===== src/hw/rtl/timestamp_rate_calibrator_core_defines.svh =====
// assertion macros for the timestamp rate calibrator
`ifndef TIMESTAMP_RATE_CALIBRATOR_CORE_DEFINES_SVH
`define TIMESTAMP_RATE_CALIBRATOR_CORE_DEFINES_SVH

`ifndef SYNTHESIS
// property that must hold at every clock edge out of reset
`define TRC_ASSERT(name, prop) \
    name: assert property (@(posedge clk) disable iff (!rst_n) (prop)) \
        else $error("trc assertion failed");
// antecedent in one cycle implies consequent in the next
`define TRC_ASSERT_NEXT(name, ante, cons) \
    name: assert property (@(posedge clk) disable iff (!rst_n) (ante) |=> (cons)) \
        else $error("trc assertion failed");
`else
`define TRC_ASSERT(name, prop)
`define TRC_ASSERT_NEXT(name, ante, cons)
`endif

`endif


===== src/hw/rtl/trc_pkg.sv =====
// shared types and constants of the timestamp rate calibrator
package trc_pkg;

    localparam int STAMP_WIDTH       = 64;
    localparam int RATE_WIDTH        = 26;
    localparam int STAMP_FIELD_WIDTH = 64;
    localparam int UPTIME_WIDTH      = 64;
    localparam int STATUS_WIDTH      = 3;
    localparam int WIN_WIDTH         = 10;
    localparam int BUDGET_WIDTH      = 32;
    localparam int POLL_WIDTH        = BUDGET_WIDTH + 1;
    localparam int CFG_RATE_WIDTH    = 26;
    localparam int BAND_WIDTH        = (RATE_WIDTH < CFG_RATE_WIDTH) ? RATE_WIDTH
                                                                     : CFG_RATE_WIDTH;
    localparam int DIV_WIDTH         = (RATE_WIDTH > WIN_WIDTH) ? RATE_WIDTH : WIN_WIDTH;
    localparam int CNT_WIDTH         = $clog2(STAMP_WIDTH + 1);
    localparam int CFG_DATA_WIDTH    = 32;
    localparam int CFG_INDEX_WIDTH   = 2;
    localparam int IN_USER_WIDTH     = 3;
    localparam int OUT_FIELDS_WIDTH  = STATUS_WIDTH + 1 + CFG_RATE_WIDTH + UPTIME_WIDTH;
    localparam int OUT_DATA_WIDTH    = ((OUT_FIELDS_WIDTH + 7) / 8) * 8;

    localparam logic [CFG_INDEX_WIDTH-1:0] REG_WINDOW   = 2'd0;
    localparam logic [CFG_INDEX_WIDTH-1:0] REG_BUDGET   = 2'd1;
    localparam logic [CFG_INDEX_WIDTH-1:0] REG_RATE_MIN = 2'd2;
    localparam logic [CFG_INDEX_WIDTH-1:0] REG_RATE_MAX = 2'd3;

    localparam logic [WIN_WIDTH-1:0]    WINDOW_RESET   = WIN_WIDTH'(50);
    localparam logic [BUDGET_WIDTH-1:0] BUDGET_RESET   = BUDGET_WIDTH'(200000000);
    localparam logic [BAND_WIDTH-1:0]   RATE_MIN_RESET = BAND_WIDTH'(100000);
    localparam logic [BAND_WIDTH-1:0]   RATE_MAX_RESET = BAND_WIDTH'(50000000);

    typedef enum logic [STATUS_WIDTH-1:0] {
        PH_IDLE    = 3'd0,
        PH_MEAS    = 3'd1,
        PH_CAL     = 3'd2,
        PH_TIMEOUT = 3'd3,
        PH_NOADV   = 3'd4,
        PH_BAND    = 3'd5
    } phase_t;

    typedef enum logic [2:0] {
        SEQ_IDLE,
        SEQ_EVAL,
        SEQ_CALDIV,
        SEQ_QCHK,
        SEQ_QDIV,
        SEQ_PUSH
    } seq_t;

    typedef struct packed {
        logic busy;
        logic done;
    } div_stat_t;

endpackage


===== src/hw/rtl/trc_div.sv =====
// bit-serial restoring divider, one quotient bit per cycle
module trc_div
(
    input  logic                                 clk,
    input  logic                                 rst_n,
    input  logic                                 start,
    input  logic [trc_pkg::STAMP_WIDTH-1:0]      dividend,
    input  logic [trc_pkg::DIV_WIDTH-1:0]        divisor,
    output trc_pkg::div_stat_t                   stat,
    output logic [trc_pkg::STAMP_WIDTH-1:0]      quotient
);

    logic [trc_pkg::STAMP_WIDTH-1:0] quo_reg;
    logic [trc_pkg::DIV_WIDTH-1:0]   rem_reg;
    logic [trc_pkg::DIV_WIDTH-1:0]   dsr_reg;
    logic [trc_pkg::CNT_WIDTH-1:0]   cnt_reg;
    logic                            busy_reg;
    logic                            done_reg;

    logic [trc_pkg::DIV_WIDTH:0]     trial;
    logic                            fits;

    // shift the next dividend bit into the partial remainder
    assign trial = {rem_reg, quo_reg[trc_pkg::STAMP_WIDTH-1]};
    assign fits  = (trial >= {1'b0, dsr_reg});

    always_ff @(posedge clk or negedge rst_n)
    begin
        if (!rst_n)
        begin
            busy_reg <= 1'b0;
            done_reg <= 1'b0;
            cnt_reg  <= '0;
        end
        else
        begin
            done_reg <= 1'b0;
            if (start)
            begin
                busy_reg <= 1'b1;
                cnt_reg  <= trc_pkg::CNT_WIDTH'(trc_pkg::STAMP_WIDTH);
            end
            else if (busy_reg)
            begin
                cnt_reg <= cnt_reg - trc_pkg::CNT_WIDTH'(1);
                if (cnt_reg == trc_pkg::CNT_WIDTH'(1))
                begin
                    busy_reg <= 1'b0;
                    done_reg <= 1'b1;
                end
            end
        end
    end

    always_ff @(posedge clk)
    begin
        if (start)
        begin
            quo_reg <= dividend;
            rem_reg <= '0;
            dsr_reg <= divisor;
        end
        else if (busy_reg)
        begin
            quo_reg <= {quo_reg[trc_pkg::STAMP_WIDTH-2:0], fits};
            if (fits)
                rem_reg <= trc_pkg::DIV_WIDTH'(trial - {1'b0, dsr_reg});
            else
                rem_reg <= trial[trc_pkg::DIV_WIDTH-1:0];
        end
    end

    assign stat.busy = busy_reg;
    assign stat.done = done_reg;
    assign quotient  = quo_reg;

endmodule


===== src/hw/rtl/timestamp_rate_calibrator_core.sv =====
// top level of the timestamp rate calibrator
// Each accepted item gives exactly one result item. A plain item (start, poll,
// query while not calibrated) goes through the EVAL, QCHK and PUSH states into
// the output register, and the next item can be taken once the sequencer is back
// in IDLE. The item whose ref_done closes the measuring window also runs one
// division of the elapsed stamps by window_ms, and an answered uptime query runs
// one division of (stamp - boot stamp) by the rate; each division goes through
// the shared bit-serial divider at one quotient bit a cycle. One item is worked
// on at a time; a finished result waits in the output register while the next
// item is taken in, and a result that is still waiting there when the next one
// is ready holds off the input. Configuration is a plain write port: cfg_we with
// cfg_index 0 window_ms, 1 poll_budget, 2 rate_min, 3 rate_max. Once calibrated
// the block stays calibrated until reset.
`include "timestamp_rate_calibrator_core_defines.svh"

module timestamp_rate_calibrator_core
(
    input  logic                                   clk,
    input  logic                                   rst_n,
    // config write port
    input  logic                                   cfg_we,
    input  logic [trc_pkg::CFG_INDEX_WIDTH-1:0]    cfg_index,
    input  logic [trc_pkg::CFG_DATA_WIDTH-1:0]     cfg_data,
    // input items
    input  logic                                   s_tvalid,
    output logic                                   s_tready,
    input  logic [trc_pkg::STAMP_FIELD_WIDTH-1:0]  s_tdata,   // stamp
    input  logic [trc_pkg::IN_USER_WIDTH-1:0]      s_tuser,   // start_req, ref_done, query
    // result items
    output logic                                   m_tvalid,
    input  logic                                   m_tready,
    output logic [trc_pkg::OUT_DATA_WIDTH-1:0]     m_tdata    // status, gate, rate, uptime_ms
);

    localparam int SW = trc_pkg::STAMP_WIDTH;

    // configuration registers
    logic [trc_pkg::WIN_WIDTH-1:0]    window_reg;
    logic [trc_pkg::BUDGET_WIDTH-1:0] budget_reg;
    logic [trc_pkg::BAND_WIDTH-1:0]   rate_min_reg;
    logic [trc_pkg::BAND_WIDTH-1:0]   rate_max_reg;

    // calibration state
    trc_pkg::phase_t                  phase_reg;
    logic [SW-1:0]                    start_stamp_reg;
    logic [trc_pkg::POLL_WIDTH-1:0]   poll_reg;
    logic [trc_pkg::RATE_WIDTH-1:0]   ticks_reg;
    logic [SW-1:0]                    boot_reg;

    // sequencer and item latches
    trc_pkg::seq_t                    seq_reg, seq_next;
    logic [SW-1:0]                    now_reg;
    logic                             start_req_reg;
    logic                             ref_done_reg;
    logic                             query_reg;
    logic [SW-1:0]                    up_reg;

    // output register
    logic                                 m_tvalid_reg;
    logic [trc_pkg::STATUS_WIDTH-1:0]     out_status_reg;
    logic                                 out_gate_reg;
    logic [trc_pkg::CFG_RATE_WIDTH-1:0]   out_rate_reg;
    logic [trc_pkg::UPTIME_WIDTH-1:0]     out_up_reg;

    // shared divider
    logic                             div_start;
    logic [trc_pkg::DIV_WIDTH-1:0]    div_divisor;
    trc_pkg::div_stat_t               div_stat;
    logic [SW-1:0]                    div_quo;

    // datapath helpers
    logic [SW-1:0]                    subtrahend;
    logic [SW:0]                      diff_ext;
    logic                             ahead;
    logic [trc_pkg::POLL_WIDTH-1:0]   poll_inc;
    logic                             cal_go;
    logic                             q_go;
    logic                             band_ok;
    logic                             out_free;
    logic                             out_load;
    logic                             in_take;

    // one subtractor serves both the window length and the uptime
    assign subtrahend = (seq_reg == trc_pkg::SEQ_QCHK) ? boot_reg : start_stamp_reg;
    assign diff_ext   = {1'b0, now_reg} - {1'b0, subtrahend};
    assign ahead      = !diff_ext[SW] && (diff_ext[SW-1:0] != '0);

    assign poll_inc = poll_reg + trc_pkg::POLL_WIDTH'(1);

    // window closes with real progress: go divide
    assign cal_go = (phase_reg == trc_pkg::PH_MEAS) && ref_done_reg && ahead;

    // query answered only when calibrated with a usable rate
    assign q_go = query_reg && (phase_reg == trc_pkg::PH_CAL) && (ticks_reg != '0) && ahead;

    // full-width band check so a huge quotient cannot wrap into the band
    assign band_ok = (div_quo >= SW'(rate_min_reg)) && (div_quo <= SW'(rate_max_reg));

    assign out_free = !m_tvalid_reg || m_tready;

    // configuration writes
    always_ff @(posedge clk or negedge rst_n)
    begin
        if (!rst_n)
        begin
            window_reg   <= trc_pkg::WINDOW_RESET;
            budget_reg   <= trc_pkg::BUDGET_RESET;
            rate_min_reg <= trc_pkg::RATE_MIN_RESET;
            rate_max_reg <= trc_pkg::RATE_MAX_RESET;
        end
        else if (cfg_we)
        begin
            unique case (cfg_index)
                trc_pkg::REG_WINDOW:   window_reg   <= cfg_data[trc_pkg::WIN_WIDTH-1:0];
                trc_pkg::REG_BUDGET:   budget_reg   <= cfg_data[trc_pkg::BUDGET_WIDTH-1:0];
                trc_pkg::REG_RATE_MIN: rate_min_reg <= cfg_data[trc_pkg::BAND_WIDTH-1:0];
                trc_pkg::REG_RATE_MAX: rate_max_reg <= cfg_data[trc_pkg::BAND_WIDTH-1:0];
                default:               ;
            endcase
        end
    end

    // sequencer next state
    always_comb
    begin
        seq_next = seq_reg;
        unique case (seq_reg)
            trc_pkg::SEQ_IDLE:
                if (s_tvalid)
                    seq_next = trc_pkg::SEQ_EVAL;
            trc_pkg::SEQ_EVAL:
                seq_next = cal_go ? trc_pkg::SEQ_CALDIV : trc_pkg::SEQ_QCHK;
            trc_pkg::SEQ_CALDIV:
                if (div_stat.done)
                    seq_next = trc_pkg::SEQ_QCHK;
            trc_pkg::SEQ_QCHK:
                seq_next = q_go ? trc_pkg::SEQ_QDIV : trc_pkg::SEQ_PUSH;
            trc_pkg::SEQ_QDIV:
                if (div_stat.done)
                    seq_next = trc_pkg::SEQ_PUSH;
            trc_pkg::SEQ_PUSH:
                if (out_free)
                    seq_next = trc_pkg::SEQ_IDLE;
            default:
                seq_next = trc_pkg::SEQ_IDLE;
        endcase
    end

    // sequencer outputs
    always_comb
    begin
        in_take     = 1'b0;
        div_start   = 1'b0;
        div_divisor = '0;
        out_load    = 1'b0;
        unique case (seq_reg)
            trc_pkg::SEQ_IDLE:
                in_take = 1'b1;
            trc_pkg::SEQ_EVAL:
            begin
                div_start = cal_go;
                // zero window divides as one
                div_divisor = (window_reg == '0) ? trc_pkg::DIV_WIDTH'(1)
                                                 : trc_pkg::DIV_WIDTH'(window_reg);
            end
            trc_pkg::SEQ_QCHK:
            begin
                div_start   = q_go;
                div_divisor = trc_pkg::DIV_WIDTH'(ticks_reg);
            end
            trc_pkg::SEQ_PUSH:
                out_load = out_free;
            default:
                ;
        endcase
    end

    assign s_tready = in_take;

    always_ff @(posedge clk or negedge rst_n)
    begin
        if (!rst_n)
            seq_reg <= trc_pkg::SEQ_IDLE;
        else
            seq_reg <= seq_next;
    end

    // item latch
    always_ff @(posedge clk)
    begin
        if (in_take && s_tvalid)
        begin
            now_reg       <= SW'(s_tdata);
            start_req_reg <= s_tuser[0];
            ref_done_reg  <= s_tuser[1];
            query_reg     <= s_tuser[2];
        end
        if (seq_reg == trc_pkg::SEQ_QCHK && !q_go)
            up_reg <= '0;
        else if (seq_reg == trc_pkg::SEQ_QDIV && div_stat.done)
            up_reg <= div_quo;
    end

    // calibration state update
    always_ff @(posedge clk or negedge rst_n)
    begin
        if (!rst_n)
        begin
            phase_reg       <= trc_pkg::PH_IDLE;
            start_stamp_reg <= '0;
            poll_reg        <= '0;
            ticks_reg       <= '0;
            boot_reg        <= '0;
        end
        else if (seq_reg == trc_pkg::SEQ_EVAL)
        begin
            if (phase_reg == trc_pkg::PH_MEAS)
            begin
                if (ref_done_reg)
                begin
                    if (!ahead)
                        phase_reg <= trc_pkg::PH_NOADV;
                end
                else
                begin
                    poll_reg <= poll_inc;
                    if (poll_inc > trc_pkg::POLL_WIDTH'(budget_reg))
                        phase_reg <= trc_pkg::PH_TIMEOUT;
                end
            end
            else if (phase_reg != trc_pkg::PH_CAL && start_req_reg)
            begin
                start_stamp_reg <= now_reg;
                poll_reg        <= '0;
                phase_reg       <= trc_pkg::PH_MEAS;
            end
        end
        else if (seq_reg == trc_pkg::SEQ_CALDIV && div_stat.done)
        begin
            if (band_ok)
            begin
                ticks_reg <= trc_pkg::RATE_WIDTH'(div_quo);
                boot_reg  <= start_stamp_reg;
                phase_reg <= trc_pkg::PH_CAL;
            end
            else
                phase_reg <= trc_pkg::PH_BAND;
        end
    end

    // output register, loaded when empty or while the previous result is taken
    always_ff @(posedge clk or negedge rst_n)
    begin
        if (!rst_n)
            m_tvalid_reg <= 1'b0;
        else if (out_load)
            m_tvalid_reg <= 1'b1;
        else if (m_tready)
            m_tvalid_reg <= 1'b0;
    end

    always_ff @(posedge clk)
    begin
        if (out_load)
        begin
            out_status_reg <= phase_reg;
            out_gate_reg   <= (phase_reg == trc_pkg::PH_MEAS);
            out_rate_reg   <= trc_pkg::CFG_RATE_WIDTH'(ticks_reg);
            out_up_reg     <= trc_pkg::UPTIME_WIDTH'(up_reg);
        end
    end

    assign m_tvalid = m_tvalid_reg;
    assign m_tdata  = trc_pkg::OUT_DATA_WIDTH'({out_up_reg, out_rate_reg,
                                                out_gate_reg, out_status_reg});

    trc_div u_div
    (
        .clk      (clk),
        .rst_n    (rst_n),
        .start    (div_start),
        .dividend (diff_ext[SW-1:0]),
        .divisor  (div_divisor),
        .stat     (div_stat),
        .quotient (div_quo)
    );

    // divider only runs for the two division steps
    `TRC_ASSERT(a_div_owner, !div_stat.busy || seq_reg == trc_pkg::SEQ_CALDIV || seq_reg == trc_pkg::SEQ_QDIV)
    // calibration is sticky
    `TRC_ASSERT_NEXT(a_cal_sticky, phase_reg == trc_pkg::PH_CAL, phase_reg == trc_pkg::PH_CAL)
    // a nonzero rate exists only once calibrated
    `TRC_ASSERT(a_rate_cal, ticks_reg == '0 || phase_reg == trc_pkg::PH_CAL)
    // no uptime is reported while measuring
    `TRC_ASSERT(a_gate_up, !(m_tvalid_reg && out_gate_reg) || out_up_reg == '0)

endmodule

===== config.mk =====
export PLATFORM = sky130hd
export DESIGN_NAME = timestamp_rate_calibrator_core
export DESIGN_NICKNAME = d
export VERILOG_FILES = /design/src/hw/rtl/trc_pkg.sv /design/src/hw/rtl/trc_div.sv /design/src/hw/rtl/timestamp_rate_calibrator_core.sv
export VERILOG_INCLUDE_DIRS = /design/src /design/src/hw/rtl
export SDC_FILE = /design/constraint.sdc
export NUM_CORES = 1
export LEC_CHECK = 0
export BUFFER_PORTS_ARGS = -buffer_cell sky130_fd_sc_hd__buf_2
export CAP_MARGIN = 20
export CORE_UTILIZATION = 50
export DETAILED_ROUTE_END_ITERATION = 6
export PLACE_DENSITY = 0.68
export RECOVER_POWER = 25
export SETUP_SLACK_MARGIN = 0.15
export SYNTH_ARGS = -nofsm -noshare
export SYNTH_HDL_FRONTEND = slang
export SYNTH_SLANG_ARGS = --single-unit
export TNS_END_PERCENT = 1

===== constraint.sdc =====
create_clock -name clk -period 13.35 [get_ports clk]
set_input_delay 0.6675 -clock clk [delete_from_list [all_inputs] [get_ports clk]]
set_output_delay 0.6675 -clock clk [all_outputs]
set_load 0.03 [all_outputs]

==> flow_metrics.tcl <==
set metrics [dict create \
    status "complete, but fails checks" \
    failed_checks "capacitance limit, slew limit" \
    tritoncts "done" \
    rsz0062_at_grt "false" \
    htreeDepth 3 \
    synth_seq_cells 638 \
    synth_ff_type "dfrtp_1" \
    finClkSkew_ps 37.7 \
    maxCapViolCount 3 \
    fin_crit_sh_pct 65.0 \
    grt_pass1_vias 23200 \
    drc 0 \
    fp.dieH_um 258 \
    ys_top_cells_by_area "edfxtp_1 23%, dfrtp_1 20%, mux2_2 9.0%" \
    power_density_nw_per_um2 226 \
    drt-initial-drc-count 1913 \
    syn_area_per_cell_um2 11.2 \
    first_pass_iters 6 \
    wl_per_cell_um 21.2 \
    end_kind "flip-flop" \
    postRouteWirelength_mm 84.9 \
    crit_path_max_fanout 73 \
    seq_area_frac_synth_pct 51.3 \
    finalSetupTns_ps 0 \
    hp-class "primary input to flip-flop" \
    clock_path_buffers 3 \
    cp-start-kind "flip-flop" \
    required_ps 13740 \
    grtUsageMet2_pct 41.4 \
    yosys_warnings 0 \
    crit_type "flip-flop to flip-flop" \
    postRouteAntennaNets 0 \
    relSlewSlack_pct -229 \
    cts-root-buf "clkbuf_16" \
    post_cts_buffers 0 \
    grt.total_usage_pct 25.4 \
    yosys.area.top_type_share_pct 23.0 \
    start_util_pct 50.8 \
    syn_area_um2 32800 \
    syn_inst 2918 \
    cts_resized 0 \
    cts_buffers 70 \
    die_area_um2 66600 \
    critPathMaxStageDelay_ps 870 \
    vias 23400 \
    internal_power_mw 4.93 \
    grt_antenna_before_repair 1 \
    yosysMostFrequentCell "nand2_1" \
    p_comb_share_pct 43.2 \
    grt_max_degree 90 \
    arrival_ps 9070 \
    holdBufCountCts 0 \
    area_growth_pct 12.2 \
    io_buffers 201 \
    vias_per_cell 5.85 \
    clock-sinks 638 \
    final_hold_viol_count 0 \
    placementRows 93 \
    swShare_pct 40.8 \
    clk_latency_ps 640 \
    whs_ps 210 \
    layout.cells.non_filler 3995 \
    fmax_mhz 115 \
    nFillCells 5478 \
    worst-slew-pin-transition_ps 4930 \
    path_clk_slew_ps 60 \
    die_x_um 258 \
    core_um2 64600 \
    drv_slew 144 \
    dp_cells 3865 \
    timing.final.crit_period_ps 8680 \
    use_met1_pct 34.2 \
    peakVddDrop_mv 0.127 \
    crit_chain "nor2b_1 > clkbuf_1 > nand2_4 > buf_4 > mux2i_1 > ha_1 > a21oi_1 > a21oi_1 > nor4_1 > a211oi_1 > o211ai_1 > o31ai_1 > a41oi_1 > xnor2_1 > and4b_1 > nor4b_2 > a31oi_2 > nand2_2 > inv_4 > buf_4 > mux2_2" \
    leakagePower_nw 16.1 \
    p_seq_share_pct 33.9 \
    top_usage_layer "met2" \
    ioPinCount 204 \
    grt_use_met3_pct 4.54 \
    p_clk_share_pct 22.9 \
    dpl.hpwl_mm 62.6 \
    grt-ovfl-total 0 \
    yosys-top-cells-count "277 x nand2_1, 264 x dfrtp_1, 262 x mux2_2" \
    cp_slowest_cell "buf_4" \
    async_flop_share_pct 46.6 \
    synth-edff-count 251 \
    p_switching_mw 3.40 \
    yosysTopAreaCell "edfxtp_1" \
    setup_viol 0 \
    grt_pass1_wl_mm 132 \
    gp_congestion 0.951 \
    fin_nets 3367 \
    ys_types 81 \
    final_layout_size_suffix_gt1_share_pct 21.9 \
]
-- metal layers --
layer | up-vias | part of all wire (%)
li1 | 11000 | -
met1 | 11500 | 43
met2 | 768 | 47
met3 | 157 | 6.5
met4 | 0 | 3.1
met5 | - | 0
-- cells in the final DEF (no fill, tap or decap), drive strengths merged, types with 7 or more instances in the layout --
cell type / n
dfstp: 33
nor3: 34
clkinv: 24
nor4: 37
nor2b: 23
or2: 7
and2: 9
nand2b: 32
nor2: 140
clkbuf: 101
edfxtp: 251
o31ai: 23
o21ai: 131
a21boi: 14
mux2: 299
inv: 159
o21bai: 20
dfrtp: 264
nand2: 278
ha: 177
a31oi: 15
o211ai: 16
nand4: 47
nand3: 40
a21o: 68
a22o: 21
and3: 38
a21oi: 184
o21a: 19
a211oi: 38
xor2: 41
dfxtp: 90
or3: 12
a31o: 7
xnor2: 61
mux2i: 78
buf: 213
-- cells by family after synthesis --
logic type / Yosys count / synth area share, %
simple gates: 727 / 10.6
flops: 638 / 51.3
compound gates: 608 / 11.9
mux: 377 / 13.1
buf+inv: 286 / 3.46
fa+ha+maj: 179 / 6.88
xor+xnor: 102 / 2.73
other cells: 1 / 0.0114
-- worst max-delay path: cells and delay by family (launching register included) --
kind | cells | cell delay, ps
xor gates and xnor gates | 1 | 170
AOI/OAI and AO/OA | 7 | 2300
DFF | 1 | 460
buffers and inverters | 4 | 2580
adders and majority gates | 1 | 320
muxes | 2 | 690
and+or+nand+nor | 6 | 1790
-- final cells by class --
type                            instances  area, µm²  share of cell area (%)
Multi-Input combinational cell       1995      14900                    40.5
Tap cell                              855       1070                    2.91
Clock inverter                         39        354                   0.962
Timing Repair Buffer                  224       1160                    3.16
Sequential cell                       638      16800                    45.7
Clock buffer                           90       1930                    5.24
Antenna cell                            1       2.50                 0.00680
Inverter                              153        577                    1.57
-- path summary, 6_finish.rpt --
check	from	endpoint	slack, ps	cells after the start
max	seq_reg[1]$_DFFE_PN0P_	u_div.quotient[63]$_DFFE_PP_	4670	21
min	s_tdata[5]	now_reg[5]$_DFFE_PP_	210	1
max reg2reg	seq_reg[1]$_DFFE_PN0P_	u_div.quotient[63]$_DFFE_PP_	4670	21
min reg2reg	up_reg[50]$_SDFFE_PP0P_	out_up_reg[50]$_DFFE_PP_	430	0
max in group asynchronous	rst_n	start_stamp_reg[57]$_DFFE_PN0P_	7810	3
min in group asynchronous	rst_n	budget_reg[28]$_DFFE_PN0P_	1810	1
-- power groups by stage --
stage	combinational (mW)	clock, mW	sequential [mW]
6_report	3.60	1.91	2.82
3_5_place_dp	3.53	0	2.85
3_3_place_gp	3.45	0	2.83
2_1_floorplan	2.51	0	2.76
4_1_cts	3.55	1.95	2.82
5_1_grt	3.92	2.03	2.86
-- per-stage QoR --
stage               setup WS, ps  instance area [µm²]  utilization, %  power [mW]
finish                      4670                36800            57.0        8.33
global route                4220                36800            57.0        8.81
CTS                         5050                36800            57.0        8.32
detailed placement          5100                34500            53.5        6.38
global placement            5280                34500            53.5        6.29
floorplan                   6300                32800               -        5.27
No activity file was read; power rests on OpenSTA's default activity.
